<file path="src/sbf_pkg.sv">
// Shared types, constants and arithmetic helpers of the stereo band filter.
package sbf_pkg;

	localparam int COMB_DEPTH = 1024;
	localparam int COMB_AW    = $clog2(COMB_DEPTH);
	localparam int LEN_W      = 10;
	localparam int REPS_W     = 4;
	localparam int MAX_REPS   = 8;
	localparam int PROD_W     = 52;
	localparam int CFG_IDX_W  = 2;
	localparam int CFG_DATA_W = 16;

	// register indexes
	localparam logic [CFG_IDX_W-1:0] CFG_LPF_ALPHA    = 2'd0;
	localparam logic [CFG_IDX_W-1:0] CFG_HPF_ALPHA    = 2'd1;
	localparam logic [CFG_IDX_W-1:0] CFG_COMB_LENGTH  = 2'd2;
	localparam logic [CFG_IDX_W-1:0] CFG_REPEAT_COUNT = 2'd3;

	typedef struct packed {
		logic               channel_is_left;
		logic signed [15:0] sample_in;
	} item_t;

	typedef struct packed {
		logic [31:0] stereo_word;
		logic        last;
	} result_t;

	// one finished word and how often to emit it
	typedef struct packed {
		logic [31:0]       word;
		logic [REPS_W-1:0] reps;
	} job_t;

	function automatic logic signed [31:0] sat32(input logic signed [37:0] v);
		if (v > 38'sd2147483647) return 32'sh7fffffff;
		else if (v < -38'sd2147483648) return 32'sh80000000;
		else return $signed(v[31:0]);
	endfunction

	function automatic logic signed [15:0] sat16(input logic signed [39:0] v);
		if (v > 40'sd32767) return 16'sh7fff;
		else if (v < -40'sd32768) return 16'sh8000;
		else return $signed(v[15:0]);
	endfunction

	// s + floor(prod / 2^15), saturated
	function automatic logic signed [31:0] pole_upd(input logic signed [31:0] s,
			input logic signed [PROD_W-1:0] prod);
		logic signed [37:0] sum;
		sum = 38'(s) + 38'(prod >>> 15);
		return sat32(sum);
	endfunction

	// prod / 2^sh truncated toward zero, saturated to 16 bits
	function automatic logic signed [15:0] trunc_sat16(input logic signed [PROD_W-1:0] prod,
			input logic [4:0] sh);
		logic signed [PROD_W-1:0] bias;
		logic signed [PROD_W-1:0] adj;
		bias = prod[PROD_W-1] ? ((PROD_W'(1) <<< sh) - PROD_W'(1)) : '0;
		adj  = prod + bias;
		return sat16(40'(adj >>> sh));
	endfunction

	function automatic logic [COMB_AW-1:0] eff_len(input logic [LEN_W-1:0] len);
		if (int'(len) >= COMB_DEPTH) return COMB_AW'(COMB_DEPTH - 1);
		else return COMB_AW'(len);
	endfunction

	function automatic logic [REPS_W-1:0] clamp_reps(input logic [REPS_W-1:0] r);
		if (r == '0) return REPS_W'(1);
		else if (int'(r) > MAX_REPS) return REPS_W'(MAX_REPS);
		else return r;
	endfunction

endpackage

</file>
<file path="src/sbf_emit.sv">
// Back end: emits each queued word its repeat count of times through an output register.
module sbf_emit (
	input  logic             clk,
	input  logic             arst_n,
	input  logic             q_empty,
	input  sbf_pkg::job_t    q_data,
	output logic             q_pop,
	output logic             empty,
	input  logic             pop,
	output sbf_pkg::result_t result
);
	import sbf_pkg::*;

	logic              vld_q;
	logic [31:0]       word_q;
	logic [REPS_W-1:0] cnt_q;
	logic              is_last, adv;

	assign is_last = cnt_q == REPS_W'(1);
	assign adv     = vld_q && pop;
	assign q_pop   = !q_empty && (!vld_q || (adv && is_last));

	// remaining-repeat counter
	always_ff @(posedge clk or negedge arst_n) begin
		if (!arst_n) begin
			vld_q <= 1'b0;
			cnt_q <= '0;
		end else if (q_pop) begin
			vld_q <= 1'b1;
			cnt_q <= q_data.reps;
		end else if (adv) begin
			if (is_last) vld_q <= 1'b0;
			else cnt_q <= cnt_q - REPS_W'(1);
		end
	end

	always_ff @(posedge clk) begin
		if (q_pop) word_q <= q_data.word;
	end

	assign empty              = !vld_q;
	assign result.stereo_word = word_q;
	assign result.last        = is_last;

endmodule

</file>
<file path="config.mk">
export PLATFORM = sky130hd
export DESIGN_NAME = sbf_emit
export DESIGN_NICKNAME = d
export VERILOG_FILES = /design/src/sbf_pkg.sv /design/src/sbf_emit.sv
export SDC_FILE = /design/constraint.sdc
export NUM_CORES = 1
export LEC_CHECK = 0
export ABC_CLOCK_PERIOD_IN_PS = 2000
export BUFFER_PORTS_ARGS = -buffer_cell sky130_fd_sc_hd__buf_4
export CAP_MARGIN = 40
export CORE_MARGIN = 2
export CORE_UTILIZATION = 35
export DETAILED_ROUTE_END_ITERATION = 12
export GPL_ROUTABILITY_DRIVEN = 1
export GPL_TIMING_DRIVEN = 0
export PLACE_DENSITY = 0.76
export SLEW_MARGIN = 20
export SYNTH_ARGS = -nofsm -noshare
export SYNTH_HDL_FRONTEND = slang
export SYNTH_SLANG_ARGS = --single-unit
</file>
<file path="constraint.sdc">
create_clock -name clk -period 2 [get_ports clk]
set_input_delay 0.3 -clock clk [delete_from_list [all_inputs] [get_ports clk]]
set_output_delay 0.3 -clock clk [all_outputs]
set_load 0.01 [all_outputs]
</file>
### Word level (Yosys, flattened, before mapping)

Cells that the tools add are included.

| storage, ports and cells | value |
|---|---|
| input bits | 40 |
| output and inout bits | 35 |
| register bits after elaboration | 37 |
| word-level logic and storage cells | 22 |

| cells by class | value |
|---|---|
| eq/ne operators | 2 |
| muxes and demuxes | 6 |
| reductions and logical operators | 10 |
| add/subtract/negate cells | 1 |

Operators with widths:

| operator | number |
|---|---|
| $mux W4 | 3 |
| $eq A4 B1 Y1 const B | 1 |
| $reduce_and A2 Y1 | 2 |
| $reduce_bool A2 Y1 | 2 |
| $sub A4 B1 Y4 const B | 1 |
| $logic_and A1 B1 Y1 | 3 |
| $mux W1 | 3 |
| $logic_not A1 Y1 | 2 |
| $ne A2 B2 Y1 const B | 1 |
| $logic_or A1 B1 Y1 | 1 |

### Logic depth before layout (Yosys ltp)

| depth | value |
|---|---|
| depth in word-level cells | 6 |
| gate-level depth with buffers | 6 |
| depth with buffers taken out | 6 |

### Least setup slack after synthesis

OpenSTA, ideal clock, no wires.

| timing | value |
|---|---|
| path kind | register to register |
| start point | register cnt_q[1] |
| end point | register cnt_q[2] |
| arrival | 1.883 ns |
| stages on the path, launching flop included | 7 |
| library setup time | 0.144 ns |
| slack | -0.026 ns |
| cells stage by stage | dfrtp_1 > inv_1 > ha_1 > nand4bb_4 > a21oi_4 > mux2i_1 > a22oi_1 |

| on the way | value |
|---|---|
| word-level cells in the longest chain between the ends | 6 |
| elaborated cells between the ends (all ways) | 11 |

Ends and longest elaborated chain:

| item | RTL line | RTL |
|---|---|---|
| from (decl) | sbf_emit.sv:16 | `logic [REPS_W-1:0] cnt_q;` |
| from (signal assigned) | sbf_emit.sv:30 | `cnt_q <= q_data.reps;` |
| from (signal assigned) | sbf_emit.sv:33 | `else cnt_q <= cnt_q - REPS_W'(1);` |
| $eq A4 B1 Y1 (*) | sbf_emit.sv:19 | `assign is_last = cnt_q == REPS_W'(1);` |
| $logic_and A1 B1 Y1 (*) | sbf_emit.sv:21 | `assign q_pop = !q_empty && (!vld_q \|\| (adv && is_last));` |
| $logic_or A1 B1 Y1 (*) | sbf_emit.sv:21 |  |
| $logic_and A1 B1 Y1 (*) | sbf_emit.sv:21 |  |
| via q_pop | sbf_emit.sv:7 | `output logic q_pop,` |
| $ne A2 B2 Y1 (no line) or $reduce_bool A2 Y1 (tied branches) | -- |  |
| $reduce_and A2 Y1 (no line) | -- |  |

Mark *: on every way through the listed nets, which the timed path passes. The rest lies on a longest branch. The select of a mux whose other input is x is not followed.
A chain may end at the register's enable or synchronous reset.

### Final worst setup path

| timing | value |
|---|---|
| start point | register cnt_q[0] |
| end point | output port q_pop |

| on the way | value |
|---|---|
| word-level cells in the longest chain between the ends | 4 |

Ends and longest elaborated chain:

| item | RTL line |
|---|---|
| $eq A4 B1 Y1 | sbf_emit.sv:19 |
| $logic_and A1 B1 Y1 | sbf_emit.sv:21 |
| $logic_or A1 B1 Y1 | sbf_emit.sv:21 |
| $logic_and A1 B1 Y1 | sbf_emit.sv:21 |
| to (decl) | sbf_emit.sv:7 |

No other way between the ends.

==> summary.log <==
INFO  outcome        outcome=finished, final reports clean
INFO  place          gpl.final_weighted_congestion=0.727
INFO  synthesis      sequential_share_of_the_synthesized_area=0.803
INFO  detailed_routing detailroute.via_count=919
INFO  synthesis      ys_dominant_reg_cell=edfxtp_1
INFO  floorplan      die_height=66.2µm
INFO  synthesis      netlist_top_cells_count=edfxtp_1, nand2_1, dfrtp_1, inv_1
INFO  pwr            internal_power=1.44mW
INFO  detailed_routing drt.antenna.violating_nets=0
INFO  place          quantity_of_i_o_buffers_inserted_on_ports=74
INFO  cts            clkSinkCount=37
INFO  worst_setup_path cp_slowest_stage_delay=0.48ns
INFO  detailed_routing drt-wirelength-per-cell=13.8µm
INFO  finish         final_layout_size_suffix_gt1_frac=0.592
INFO  synthesis      synth_area=1350µm²
INFO  finish         antenna-diode-count=0
INFO  timing         tightestPinTransition=0.368ns
INFO  synthesis      yosys_register_bits=37
INFO  worst_setup_path timing.critical_path.from_type=register
INFO  timing         timing.clock.skew=0.00996ns
INFO  cts            later_pin_clock_latency_in_the_skew_report=0.28ns
INFO  pwr            power_per_unit_of_standard_cell_area=920nW/µm²
INFO  detailed_routing detailedRoute.firstIterationViolations=33
INFO  floorplan      core_region_area=3690µm²
INFO  floorplan      initial_utilization=0.367
INFO  finish         net_total_in_the_final_layout=199
INFO  global_routing grt-ovfl-total=0
INFO  finish         post-route-util=0.577
INFO  timing         setup_violations=0
INFO  timing         hold_viol_final=0
INFO  pwr            net_sw_power=516µW
INFO  worst_setup_path kind_of_capture_point_of_the_worst_setup_path=output pin
INFO  synthesis      yosysTopAreaCellShare=0.710
INFO  detailed_routing drcViolationCount=0
INFO  min_path       holdCritPathClass=in2reg
INFO  floorplan      io-pin-count=75
INFO  floorplan      die_width=66.2µm
INFO  floorplan      total_die_area=4380µm²
INFO  global_routing track_usage=0.123
INFO  global_routing grt_antenna_before_repair=0
INFO  worst_setup_path cp.required=1.70ns
INFO  worst_setup_path crit_fanout=12
INFO  worst_setup_path cpLargestDelayFamily=flip-flops
INFO  worst_setup_path cp_num_buf_inv=2
INFO  cts            numCtsBuffers=5
INFO  pwr            vdd_drop_max=0.000430V
INFO  pwr            swShare=0.264
INFO  timing         rsz0062_at_grt=false
INFO  cts            buffers_from_clock_root_to_sink_at_most=2
INFO  synthesis      asyncSetResetFlopFracSynth=0.135
INFO  synthesis      ys_top_cells_by_area=edfxtp_1, dfrtp_1, nand4bb_4, ha_1, nand2_1
INFO  synthesis      synth.most_common_cell=edfxtp_1
INFO  pwr            clkPwrFrac=0.240
INFO  cts            clock_root_buffer=clkbuf_8
INFO  synthesis      synth_fp_nets=113
INFO  detailed_routing postRouteWirelength=2830µm
INFO  cts            tritoncts=yes
INFO  timing         max_slew_margin=0.754
INFO  global_routing grt_pass1_vias=809
INFO  pwr            total_leakage_power=0.886nW
INFO  timing         period_needed=1.93ns
INFO  timing         setup_slack=0.0724ns
INFO  cts            cts.reportedPaths.clkPinSlew=0.07ns
INFO  synthesis      synth-edff-count=32
INFO  timing         timing.fmax=519MHz
INFO  synthesis      synth.avg_cell_area=19.0µm²
INFO  synthesis      synthesis.instances=71
INFO  worst_setup_path worst_ep_arrival_time=1.63ns
INFO  floorplan      std_cell_rows=22
INFO  timing         post-route-period-util=0.964
INFO  synthesis      synth_area_leader_cell=edfxtp_1
INFO  cts            cts_h_tree_depth=2
INFO  synthesis      ys.warnings.count=0
INFO  worst_setup_path worst_path_max_delay_cell=dfrtp_1
INFO  pwr            comb_power_share=0.241
INFO  finish         syn2layout_area_growth=57.3%
INFO  pwr            pwr-share-seq=0.519
INFO  place          dp_slack=-0.0361ns
INFO  global_routing largest_net_degree_at_the_start_of_global_routing=24
INFO  synthesis      synth.lib_cells_used.distinct=21
INFO  worst_setup_path setup.worst_path.class=reg2out
INFO  flow_run       drv_cap=0
INFO  worst_setup_path timing.critical_path.cells=ha_4 -> nand4bb_4 -> a21oi_4 -> clkbuf_16 -> buf_4
INFO  global_routing first_pass_grt_wire_length=3780µm
INFO  detailed_routing first_pass_iters=2
INFO  timing         total_count_of_max_transition_violations_in_the_final_report=0
INFO  detailed_routing routed_via_density=4.48
-- path summary, 6_finish.rpt --
path,start,to,slack (ns),cells past startpoint
min in group asynchronous,arst_n,cnt_q[3],0.36,2
hold reg to reg,vld_q,vld_q,0.60,2
max in group asynchronous,arst_n,vld_q,1.53,2
setup reg to reg,cnt_q[0],cnt_q[3],0.25,6
hold / removal,q_data[7],word_q[3],0.19,1
setup / recovery,cnt_q[0],q_pop,0.07,5
-- through the flow --
step | std cells | area (µm²) | hold slack [ns] | setup TNS (ns) | power, mW
2_1_floorplan | 71 | 1370 | 0.00441 | 0 | 1.28
4_1_cts | 203 | 2110 | 0.180 | 0 | 1.97
6_report | 205 | 2130 | 0.191 | 0 | 1.96
3_3_place_gp | 193 | 1980 | 0.106 | -2.74 | 1.45
5_1_grt | 205 | 2130 | 0.176 | 0 | 2.06
3_5_place_dp | 194 | 2010 | 0.108 | -0.0361 | 1.49
-- power by group through the flow --
stage	Clock (mW)	Sequential, mW	Combinational [mW]
floorplan	0	1.04	0.248
global placement	0	1.02	0.429
detailed placement	0	1.03	0.463
CTS	0.488	1.01	0.469
global route	0.516	1.02	0.518
finish	0.469	1.01	0.472
-- worst register-to-register path, stage by stage (launching register included) --
cell,delay [ns]
dfrtp_1,0.48
ha_4,0.20
nand4bb_4,0.13
a21oi_4,0.21
buf_4,0.28
mux2i_1,0.21
a22oi_1,0.10
-- repair_timing --
item	4_1_cts	5_1_grt
gates resized for setup	0	3
buffers inserted	1	1
setup endpoints to repair	1	2
hold buffers	1	0
hold endpoints to repair	5	0
gates cloned	0	1
pin swaps	1	1
-- per-layer routing --
| metal | share of wire | GRT usage | wire length [µm] |
|---|---|---|---|
| met5 | 0 | 0 | 0 |
| met4 | 0.017 | 0.0765 | 49 |
| met2 | 0.49 | 0.206 | 1400 |
| met1 | 0.37 | 0.131 | 1050 |
| met3 | 0.12 | 0.0443 | 329 |
-- area by class of cell --
class / instances / area, µm²
fill: 316 / 1560
sequential: 37 / 1090
timing repair buffer: 79 / 617
multi-input combinational: 28 / 258
clock buffer: 5 / 68.8
tap: 48 / 60.1
inverter: 5 / 18.8
clock inverter: 2 / 11.3
buffer: 1 / 7.51
-- registers in the layout (all words and copies together) (netlist names) --
name / flops
cnt_q: 4
vld_q: 1
word_q: 32
-- cells by family (layout without fill, tap and decap cells) --
logic type / Yosys count / after routing / share of synthesized area
buffers and inverters: 6 / 92 / 0.0194
adders and majority gates: 2 / 2 / 0.0185
AOI/OAI and AO/OA: 9 / 9 / 0.0638
DFF: 37 / 37 / 0.803
and+or+nand+nor: 15 / 15 / 0.0805
muxes: 2 / 2 / 0.0148
-- cells in the final DEF (no fill, tap or decap), types with 2 or more instances in the layout --
cell,instances
dfrtp_1,5
inv_1,4
nand2b_1,2
nor3_1,2
buf_4,77
a22oi_1,2
o21ai_1,2
clkbuf_8,5
mux2i_1,2
edfxtp_1,32
nand2_1,6
Power figures use the tool's default switching activity.
