### src/sbf_pkg.sv
// Shared types, constants and arithmetic helpers of the stereo band filter.
package sbf_pkg;

	localparam int COMB_DEPTH = 1024;
	localparam int COMB_AW    = $clog2(COMB_DEPTH);
	localparam int LEN_W      = 10;
	localparam int REPS_W     = 4;
	localparam int MAX_REPS   = 8;
	localparam int PROD_W     = 52;
	localparam int CFG_IDX_W  = 2;
	localparam int CFG_DATA_W = 16;

	// register indexes
	localparam logic [CFG_IDX_W-1:0] CFG_LPF_ALPHA    = 2'd0;
	localparam logic [CFG_IDX_W-1:0] CFG_HPF_ALPHA    = 2'd1;
	localparam logic [CFG_IDX_W-1:0] CFG_COMB_LENGTH  = 2'd2;
	localparam logic [CFG_IDX_W-1:0] CFG_REPEAT_COUNT = 2'd3;

	typedef struct packed {
		logic               channel_is_left;
		logic signed [15:0] sample_in;
	} item_t;

	typedef struct packed {
		logic [31:0] stereo_word;
		logic        last;
	} result_t;

	// one finished word and how often to emit it
	typedef struct packed {
		logic [31:0]       word;
		logic [REPS_W-1:0] reps;
	} job_t;

	function automatic logic signed [31:0] sat32(input logic signed [37:0] v);
		if (v > 38'sd2147483647) return 32'sh7fffffff;
		else if (v < -38'sd2147483648) return 32'sh80000000;
		else return $signed(v[31:0]);
	endfunction

	function automatic logic signed [15:0] sat16(input logic signed [39:0] v);
		if (v > 40'sd32767) return 16'sh7fff;
		else if (v < -40'sd32768) return 16'sh8000;
		else return $signed(v[15:0]);
	endfunction

	// s + floor(prod / 2^15), saturated
	function automatic logic signed [31:0] pole_upd(input logic signed [31:0] s,
			input logic signed [PROD_W-1:0] prod);
		logic signed [37:0] sum;
		sum = 38'(s) + 38'(prod >>> 15);
		return sat32(sum);
	endfunction

	// prod / 2^sh truncated toward zero, saturated to 16 bits
	function automatic logic signed [15:0] trunc_sat16(input logic signed [PROD_W-1:0] prod,
			input logic [4:0] sh);
		logic signed [PROD_W-1:0] bias;
		logic signed [PROD_W-1:0] adj;
		bias = prod[PROD_W-1] ? ((PROD_W'(1) <<< sh) - PROD_W'(1)) : '0;
		adj  = prod + bias;
		return sat16(40'(adj >>> sh));
	endfunction

	function automatic logic [COMB_AW-1:0] eff_len(input logic [LEN_W-1:0] len);
		if (int'(len) >= COMB_DEPTH) return COMB_AW'(COMB_DEPTH - 1);
		else return COMB_AW'(len);
	endfunction

	function automatic logic [REPS_W-1:0] clamp_reps(input logic [REPS_W-1:0] r);
		if (r == '0) return REPS_W'(1);
		else if (int'(r) > MAX_REPS) return REPS_W'(MAX_REPS);
		else return r;
	endfunction

endpackage

### src/sbf_queue.sv
// Two-entry queue of finished words between front and back end.
module sbf_queue (
	input  logic          clk,
	input  logic          arst_n,
	input  logic          wr,
	input  sbf_pkg::job_t wdata,
	output logic          q_full,
	input  logic          rd,
	output sbf_pkg::job_t rdata,
	output logic          q_empty
);
	import sbf_pkg::*;

	job_t       slot_q [2];
	logic       wp_q, rp_q;
	logic [1:0] cnt_q;

	assign q_full  = cnt_q == 2'd2;
	assign q_empty = cnt_q == 2'd0;
	assign rdata   = slot_q[rp_q];

	// pointers and fill count
	always_ff @(posedge clk or negedge arst_n) begin
		if (!arst_n) begin
			wp_q  <= 1'b0;
			rp_q  <= 1'b0;
			cnt_q <= '0;
		end else begin
			if (wr) wp_q <= ~wp_q;
			if (rd) rp_q <= ~rp_q;
			cnt_q <= cnt_q + {1'b0, wr} - {1'b0, rd};
		end
	end

	always_ff @(posedge clk) begin
		if (wr) slot_q[wp_q] <= wdata;
	end

endmodule

### config.mk
export PLATFORM = sky130hd
export DESIGN_NAME = sbf_queue
export DESIGN_NICKNAME = d
export VERILOG_FILES = /design/src/sbf_pkg.sv /design/src/sbf_queue.sv
export SDC_FILE = /design/constraint.sdc
export NUM_CORES = 1
export LEC_CHECK = 0
export ABC_AREA = 1
export BUFFER_PORTS_ARGS = -buffer_cell sky130_fd_sc_hd__buf_2
export CAP_MARGIN = 20
export CORE_MARGIN = 2
export CORE_UTILIZATION = 59
export CTS_BUF_LIST = sky130_fd_sc_hd__clkbuf_2
export DETAILED_ROUTE_END_ITERATION = 12
export PLACE_DENSITY = 0.88
export SLEW_MARGIN = 20
export SYNTH_ARGS = -nofsm -noshare
export SYNTH_HDL_FRONTEND = slang
export SYNTH_SLANG_ARGS = --single-unit
export TNS_END_PERCENT = 50
### constraint.sdc
create_clock -name clk -period 3.8 [get_ports clk]
set_input_delay 0.95 -clock clk [delete_from_list [all_inputs] [get_ports clk]]
set_output_delay 0.95 -clock clk [all_outputs]
set_load 0.01 [all_outputs]
# ---- After elaboration in Yosys (flattened, before gate mapping)
# Memories as Yosys holds them, arrays and structs flattened.
# Cells that the tools add are included.
dict set report classes {
  n_addsub 2
  mul 0
  n_div 0
  n_lt_le_gt_ge 0
  n_eq_ne 1
  shifts 0
  n_mux 2
  n_bitwise 2
  reduce_logical 1
}
# operator n
set ops {}
lappend ops {{2-bit by 1-bit adder with 2-bit output} 1}
lappend ops {{2-bit equality test, second input constant} 1}
lappend ops {{2-bit logical NOT} 1}
lappend ops {{1-bit 2-to-1 mux} 2}
lappend ops {{1-bit NOT} 2}
lappend ops {{2-bit by 1-bit subtractor with 2-bit output} 1}
dict set report totals {
  regBits 4
  latchBits 0
  mem_bits_rw 72
  rom_bits 0
  inputBits 40
  output_inout_bits 38
  word_cells 12
  mem_count 1
}
# memory depth word_bits read_ports rd_ports_with_merged_regs wr line
set memory_table {}
lappend memory_table {slot_q 2 36 1 0 1 sbf_queue.sv:14} ;# job_t slot_q [2];

# ---- Logic depth before layout (Yosys ltp)
# Gate-level depths: netlist (run 1).
dict set report logic_depth {
  ltp_word 2
  depth_mapped 7
}

# ---- Least setup slack after synthesis (run 1)
# No wires, ideal clock.
dict set report synth_timing {
  path_type {input to register}
  from {input port wr}
  to {memory slot_q[0][0] (netlist bit) (enable)}
  setup_ns 0.430
  t_arrival_ns 2.506
  required_time_ns 3.370
  slack_ns 0.864
  path_stages 2
  n_path_buf 0
  path_cell_list {inv_1 > nor2_1}
}
dict set report synth_between {
  elab_chain_len 2
}
# item line
set synth_rtl {}
lappend synth_rtl {{from (decl)} sbf_queue.sv:5} ;# input logic wr,
lappend synth_rtl {{1-bit 2-to-1 mux} sbf_queue.sv:36} ;# if (wr) slot_q[wp_q] <= wdata;
lappend synth_rtl {{1-bit 2-to-1 mux (not written as such)} sbf_queue.sv:36}
lappend synth_rtl {{to (decl)} sbf_queue.sv:14}
# Every way passes these cells.

==> insert_results.sql, run 1 <==
INSERT INTO impl_metrics (metric_group, metric, value, unit) VALUES
('outcome', 'result_of_the_run', 'completed', ''),
('synth', 'netlist_area', '3020', 'um^2'),
('synth', 'synth_sequential_area_ratio', '0.748', ''),
('synth', 'yosys_warnings', '0', ''),
('sta', 'fmax', '327', 'MHz'),
('sta', 'timing.final.crit_share', '0.805', ''),
('clock_tree', 'cts_made_buffers', '9', ''),
('floorplan', 'dieWidth', '75.6', 'um'),
('drt', 'totalWireLength', '4800', 'um'),
('clock_tree', 'clock_tree.root_cell', 'clkbuf_2', ''),
('floorplan', 'die_height', '75.6', 'um'),
('global_route', 'grt_start_max_net_pins', '46', ''),
('sta', 'report.final.hold_viol_count', '0', ''),
('clock_tree', 'cts_resized', '0', ''),
('floorplan', 'rows', '26', ''),
('sta', 'maxSlewViolCount', '0', ''),
('global_route', 'grt_antenna_before_repair', '0', ''),
('sta', 'measured_slew_at_the_worst_slew_check_pin', '1.03', 'ns'),
('setup_path', 'worst-endpoint-arrival', '2.11', 'ns'),
('global_route', 'congestion_overflow_gr', '0', ''),
('drt', 'route.detailed.vias_per_inst', '4.82', ''),
('clock_tree', 'cts-htree-levels', '3', ''),
('cells_and_area', 'area.growth.synth_to_final', '19.0', '%'),
('floorplan', 'initial_core_utilization', '0.603', ''),
('drt', 'postRouteAntennaNets', '0', ''),
('synth', 'post_synthesis_net_count', '255', ''),
('sta', 'setup_viol_count_final', '0', ''),
('placed_design', 'post-place-cells', '354', ''),
('clock_tree', 'cts_tree', 'built', ''),
('min_path', 'min-delay-path-class', 'in2async', ''),
('sta', 'rsz_0062_raised_after_global_routing', 'no', ''),
('drt', 'vias', '1783', ''),
('floorplan', 'i_o_pins', '78', ''),
('synth', 'post_synth_num_cell_types', '12', ''),
('clock_tree', 'clkLatencyLatePin', '0.48', 'ns'),
('clock_tree', 'tritoncts_num_sinks', '76', ''),
('sta', 'clock-skew-final', '0.0235', 'ns'),
('cells_and_area', 'leading_cell_type_in_the_layout_fill_and_taps_excluded', 'buf_2', ''),
('drt', 'drtPass1Iterations', '4', ''),
('setup_path', 'crit_type', 'reg2out', ''),
('synth', 'synth_area_per_cell', '14.2', 'um^2'),
('floorplan', 'design.core.area', '5010', 'um^2'),
('setup_path', 'critPathMaxFanout', '45', ''),
('cells_and_area', 'layout-drive-gt1-share', '0.423', ''),
('sta', 'timing.slew.headroom', '0.311', ''),
('clock_tree', 'path_clk_slew', '0.20', 'ns'),
('synth', 'total_of_flip_flops_plus_latches_after_synthesis', '76', ''),
('setup_path', 'endpoint_kind', 'output port', ''),
('cells_and_area', 'most-common-layout-cells', 'buf_2 (77), edfxtp_1 (72), inv_1 (43)', ''),
('placed_design', 'dpl.hpwl', '3250', 'um'),
('drt', 'drt-wirelength-per-cell', '13.0', 'um'),
('placed_design', 'io_buffers', '77', ''),
('clock_tree', 'bufs_on_longest_clock_path', '2', ''),
('synth', 'postSynthCellCount', '213', ''),
('clock_tree', 'hold_buffers', '0', ''),
('setup_path', 'required', '2.85', 'ns'),
('global_route', 'via_count_of_the_first_global_routing_pass', '1619', ''),
('setup_path', 'worst_setup_path_start_kind', 'flop', ''),
('power_and_ir_drop', 'power_leakage', '1.59', 'nW'),
('power_and_ir_drop', 'max-vdd-ir-drop', '0.544', 'mV'),
('flow_run', 'max_cap_violations', '0', ''),
('drt', 'drcViolationCount', '0', ''),
('global_route', 'grt_use_total', '0.178', ''),
('power_and_ir_drop', 'power.density_cell_area', '721', 'nW/um^2'),
('sta', 'finalWorstPathRequiredPeriod', '3.06', 'ns'),
('global_route', 'first_pass_grt_wire_length', '7220', 'um'),
('placed_design', 'routabilityCongestion', '0.726', ''),
('cells_and_area', 'n_fill_cell', '358', ''),
('floorplan', 'die_area', '5710', 'um^2'),
('clock_tree', 'post-cts-setup-buffers', '0', ''),
('drt', 'drt_first_iter_violations', '121', ''),
('cells_and_area', 'num_antenna_cells', '0', ''),
('sta', 'totalNegativeSetupSlack', '0', 'ns'),
('cells_and_area', 'stdcell_count', '370', ''),
('cells_and_area', 'num-nets-final', '337', '');
[worst max-delay path: stages, from the launching register on]
cell and delay (ns):
dfrtp_2 1.02, buf_12 0.28, nand2_1 0.07, o21ai_1 0.08
buf_2 0.16
[final timing paths]
check                      cells after the start   start  slack [ns]            end
max in group asynchronous                      1  arst_n        3.42           rp_q
min reg2reg                                    1    wp_q        0.57           wp_q
min in group clk                               1    wp_q        0.57           wp_q
min                                            1  arst_n        0.22           wp_q
max reg2reg                                    3    wp_q        2.07  slot_q[1][15]
max                                            4    rp_q        0.74      rdata[32]
[cell type report]
class	count	area, um^2	area share
sequential	76	2260	0.629
timing repair buffer	79	413	0.115
multi-input combinational	86	517	0.144
inverter	43	161	0.0449
clock buffer	11	55.1	0.0153
tap	70	87.6	0.0243
clock inverter	5	100	0.0278
[flip-flops by register name, indices dropped and copies added (netlist names)]
register,cells
slot_q,72
cnt_q,2
rp_q,1
wp_q,1
[stage by stage]
step / util / power, mW / area, um^2 / worst slack (ns) / hold slack (ns)
2_1_floorplan: - / 1.83 / 3020 / 0.864 / 0.463
3_3_place_gp: 0.687 / 2.05 / 3440 / 1.30 / 0.530
3_5_place_dp: 0.687 / 2.09 / 3440 / 1.26 / 0.539
4_1_cts: 0.718 / 2.62 / 3600 / 0.694 / 0.185
5_1_grt: 0.718 / 2.76 / 3600 / 0.554 / 0.179
6_report: 0.718 / 2.59 / 3600 / 0.742 / 0.223
[report_power, final]
part | switching (mW) | internal (mW) | total, mW | leakage [nW]
sequential | 0.133 | 1.11 | 1.25 | 0.722
clock | 0.254 | 0.288 | 0.542 | 0.0959
combinational | 0.478 | 0.326 | 0.804 | 0.771
total | 0.865 | 1.73 | 2.59 | 1.59
[cell usage after synthesis]
| master | n | area (um^2) |
|---|---|---|
| edfxtp_1 | 72 | 2160 |
| inv_1 | 43 | 161 |
| nand2_1 | 42 | 158 |
| o21ai_2 | 30 | 263 |
| buf_6 | 8 | 90.1 |
| dfrtp_1 | 4 | 100 |
| o21ai_1 | 4 | 20.0 |
| nor2_1 | 3 | 11.3 |
| ha_1 | 2 | 25.0 |
| o21ai_0 | 2 | 10.0 |
| xor2_1 | 2 | 17.5 |
| nand3_1 | 1 | 5.00 |
[cells by family (layout without fill, tap and decap cells)]
group,Yosys count,in the layout,synth area share
buffers and inverters,51,138,0.0832
and+or+nand+nor,46,46,0.0575
adders and majority gates,2,2,0.00828
DFF,76,76,0.748
xor gates and xnor gates,2,2,0.00580
AOI/OAI and AO/OA,36,36,0.0969
[per-layer routing]
| metal | GRT usage | up-vias | part of all wire |
|---|---|---|---|
| met5 | 0 | - | 0 |
| met4 | 0.0955 | 0 | 0.023 |
| met3 | 0.0622 | 11 | 0.058 |
| met2 | 0.295 | 53 | 0.52 |
| met1 | 0.205 | 837 | 0.40 |
| li1 | - | 882 | - |
Power figures use the tool's default switching activity.
==> run 2, diff against run 1 <==
- CORE_UTILIZATION: 59 -> 49
- PLACE_DENSITY: 0.88 -> 0.78
- clock period: 3.8 -> 2.8 ns (I/O delays scaled with it)
==> run 2 against run 1 <==
  * First-iteration DRC count down 50%
  * Sequential power is 33% higher
  * Die area up 19%
  * Register-to-register slack got worse by 0.88 ns
  * Clock power is 17% lower
  * Wire length grew 0.10%
  * Utilization shrank 12 points
  * Critical path depth stayed put
  * Sequential share of layout area rose by 0.42 points
  * Clock skew fell by 0.0021 ns
  * Global-route usage down 3.7 points
  * Flip-flop and latch count is the same
  * Critical path type unchanged
  * Largest cell class unchanged
==> insert_results.sql, run 2 (synthesis gave the netlist of run 1 again) <==
INSERT INTO impl_metrics (metric_group, metric, value, unit) VALUES
('global_route', 'grt_start_max_net_pins', '74', ''),
('drt', 'postRouteAntennaNets', '0', ''),
('sta', 'measured_slew_at_the_worst_slew_check_pin', '0.568', 'ns'),
('drt', 'totalWireLength', '4810', 'um'),
('sta', 'rsz_0062_raised_after_global_routing', 'no', ''),
('global_route', 'congestion_overflow_gr', '0', ''),
('cells_and_area', 'top_regs', 'slot_q x72, cnt_q x2', ''),
('cells_and_area', 'n_fill_cell', '479', ''),
('floorplan', 'die_area', '6810', 'um^2'),
('global_route', 'grt_antenna_before_repair', '0', ''),
('setup_path', 'critical_path.max_stage_delay', '0.74', 'ns'),
('sta', 'timing.slew.headroom', '0.619', ''),
('placed_design', 'routabilityCongestion', '0.635', ''),
('sta', 'totalNegativeSetupSlack', '0', 'ns'),
('cells_and_area', 'largest_register_ff_count', '72', ''),
('power_and_ir_drop', 'max-vdd-ir-drop', '0.635', 'mV'),
('min_path', 'hold-path-endpoint', 'slot_q[0][15]', ''),
('clock_tree', 'cts_tree', 'built', ''),
('power_and_ir_drop', 'p_sw_frac', '0.358', ''),
('cells_and_area', 'num-nets-final', '339', ''),
('setup_path', 'worst-endpoint-arrival', '1.79', 'ns'),
('clock_tree', 'clkLatencyLatePin', '0.48', 'ns'),
('min_path', 'worstHoldStart', 'wdata[15]', ''),
('setup_path', 'critPathMaxFanout', '38', ''),
('setup_path', 'cells_traversed_along_the_worst_timing_path', 'buf_16, nand2_1, o21ai_2, buf_2', ''),
('placed_design', 'detailedPlace.worstSlack', '0.594', 'ns'),
('setup_path', 'timing.reg2reg.setup_slack', '1.19', 'ns'),
('cells_and_area', 'leading_cell_type_in_the_layout_fill_and_taps_excluded', 'buf_2', ''),
('power_and_ir_drop', 'power_leakage', '1.57', 'nW'),
('cells_and_area', 'most-common-layout-cells', 'buf_2 (77), edfxtp_1 (72), inv_1 (42), nand2_1 (42), o21ai_2 (30)', ''),
('outcome', 'result_of_the_run', 'completed', ''),
('drt', 'drtPass1Iterations', '4', ''),
('placed_design', 'dpl.hpwl', '3110', 'um'),
('power_and_ir_drop', 'pwr-share-clk', '0.136', ''),
('setup_path', 'crit_type', 'reg2out', ''),
('clock_tree', 'cts-htree-levels', '3', ''),
('floorplan', 'i_o_pins', '78', ''),
('global_route', 'grt_use_total', '0.142', ''),
('floorplan', 'initial_core_utilization', '0.508', ''),
('sta', 'fmax', '401', 'MHz'),
('sta', 'setup_viol_count_final', '0', ''),
('setup_path', 'critical_path_cell_count', '4', ''),
('setup_path', 'required', '2.10', 'ns'),
('setup_path', 'worst_setup_path_start_kind', 'flop', ''),
('flow_run', 'max_cap_violations', '0', ''),
('min_path', 'min-delay-path-class', 'in2reg', ''),
('clock_tree', 'clock_tree.root_cell', 'clkbuf_2', ''),
('sta', 'clock-skew-final', '0.0214', 'ns'),
('power_and_ir_drop', 'p_comb_frac', '0.358', ''),
('floorplan', 'die_height', '82.5', 'um'),
('power_and_ir_drop', 'p_sw', '1.18', 'mW'),
('setup_path', 'endpoint_kind', 'output port', ''),
('sta', 'report.final.hold_viol_count', '0', ''),
('cells_and_area', 'post-route-util', '0.601', ''),
('drt', 'drt_first_iter_violations', '60', ''),
('cells_and_area', 'largest-register', 'slot_q', ''),
('setup_path', 'count_of_buffer_and_inverter_cells_on_the_critical_path', '2', ''),
('cells_and_area', 'layout.area.seq', '2270', 'um^2'),
('setup_path', 'cp_top_family', 'flip-flops', ''),
('clock_tree', 'path_clk_slew', '0.19', 'ns'),
('sta', 'timing.final.crit_share', '0.890', ''),
('clock_tree', 'bufs_on_longest_clock_path', '2', ''),
('global_route', 'via_count_of_the_first_global_routing_pass', '1565', ''),
('setup_path', 'timing.rr.end', 'slot_q[1][32]', ''),
('drt', 'route.detailed.vias_per_inst', '4.66', ''),
('placed_design', 'io_buffers', '77', ''),
('drt', 'drt-wirelength-per-cell', '12.8', 'um'),
('floorplan', 'rows', '28', ''),
('clock_tree', 'cts_made_buffers', '9', ''),
('global_route', 'first_pass_grt_wire_length', '6730', 'um'),
('power_and_ir_drop', 'power.density_cell_area', '919', 'nW/um^2'),
('setup_path', 'reg2reg_depth', '3', ''),
('clock_tree', 'tritoncts_num_sinks', '76', ''),
('drt', 'drcViolationCount', '0', ''),
('floorplan', 'dieWidth', '82.5', 'um'),
('setup_path', 'r2r-start', 'wp_q', ''),
('cells_and_area', 'area.growth.synth_to_final', '18.3', '%'),
('sta', 'maxSlewViolCount', '0', ''),
('sta', 'fin_ws', '0.308', 'ns'),
('cells_and_area', 'layout-drive-gt1-share', '0.414', ''),
('power_and_ir_drop', 'seqPwrFrac', '0.506', ''),
('cells_and_area', 'multi_input_area', '517', 'um^2'),
('min_path', 'worst_hold_path.num_cells', '1', ''),
('sta', 'finalWorstPathRequiredPeriod', '2.49', 'ns'),
('floorplan', 'design.core.area', '5960', 'um^2'),
('drt', 'vias', '1758', ''),
('setup_path', 'worst_path_max_delay_cell', 'dfrtp_4', ''),
('cells_and_area', 'num_antenna_cells', '0', ''),
('power_and_ir_drop', 'p_int', '2.11', 'mW');
[run 2: routing by layer]
metal,up-vias,GRT usage,part of all wire
li1,883,-,-
met1,810,0.142,0.39
met2,57,0.253,0.53
met3,8,0.0543,0.068
met4,0,0.0738,0.014
met5,-,0,0
[run 2: power by group through the flow]
stage               Sequential, mW  Clock [mW]  Combinational (mW)
floorplan                     1.59           0               0.892
global route                  1.69       0.517                1.32
finish                        1.66       0.449                1.18
global placement              1.78           0                1.01
CTS                           1.77       0.464                1.04
detailed placement            1.79           0                1.03
[run 2: worst register-to-register path, stage by stage (launching register included)]
cell,delay (ns)
dfrtp_1,0.46
nand2_1,0.09
clkinv_1,0.46
buf_12,0.38
[run 2: worst max path at each step]
stage,from,to
2_1_floorplan,wr,slot_q[0][0]
3_3_place_gp,rp_q,rdata[35]
3_5_place_dp,rp_q,rdata[35]
4_1_cts,rp_q,rdata[35]
5_1_grt,rp_q,rdata[4]
6_report,rp_q,rdata[2]
[run 2: area by class of cell]
class	count	share of cell area
Tap cell	75	0.0262
Multi-Input combinational cell	86	0.144
Timing Repair Buffer	81	0.129
Inverter	43	0.0451
Clock buffer	12	0.0168
Clock inverter	4	0.00455
Sequential cell	76	0.633
[run 2: through the flow]
| stage | area (um^2) | std cells | total power, mW | hold slack, ns |
|---|---|---|---|---|
| 3_5_place_dp | 3460 | 359 | 2.83 | 0.515 |
| 4_1_cts | 3550 | 376 | 3.27 | 0.361 |
| 6_report | 3580 | 377 | 3.29 | 0.388 |
| 2_1_floorplan | 3020 | 213 | 2.48 | 0.404 |
| 3_3_place_gp | 3460 | 359 | 2.79 | 0.509 |
| 5_1_grt | 3580 | 377 | 3.53 | 0.325 |
[run 2: what timing repair did]
item                                   CTS  global route
endpoints found under the hold margin    4             0
hold buffers                             1             0
gates resized for setup                  0             0
buffers inserted                         0             1
setup endpoints to repair                0            14
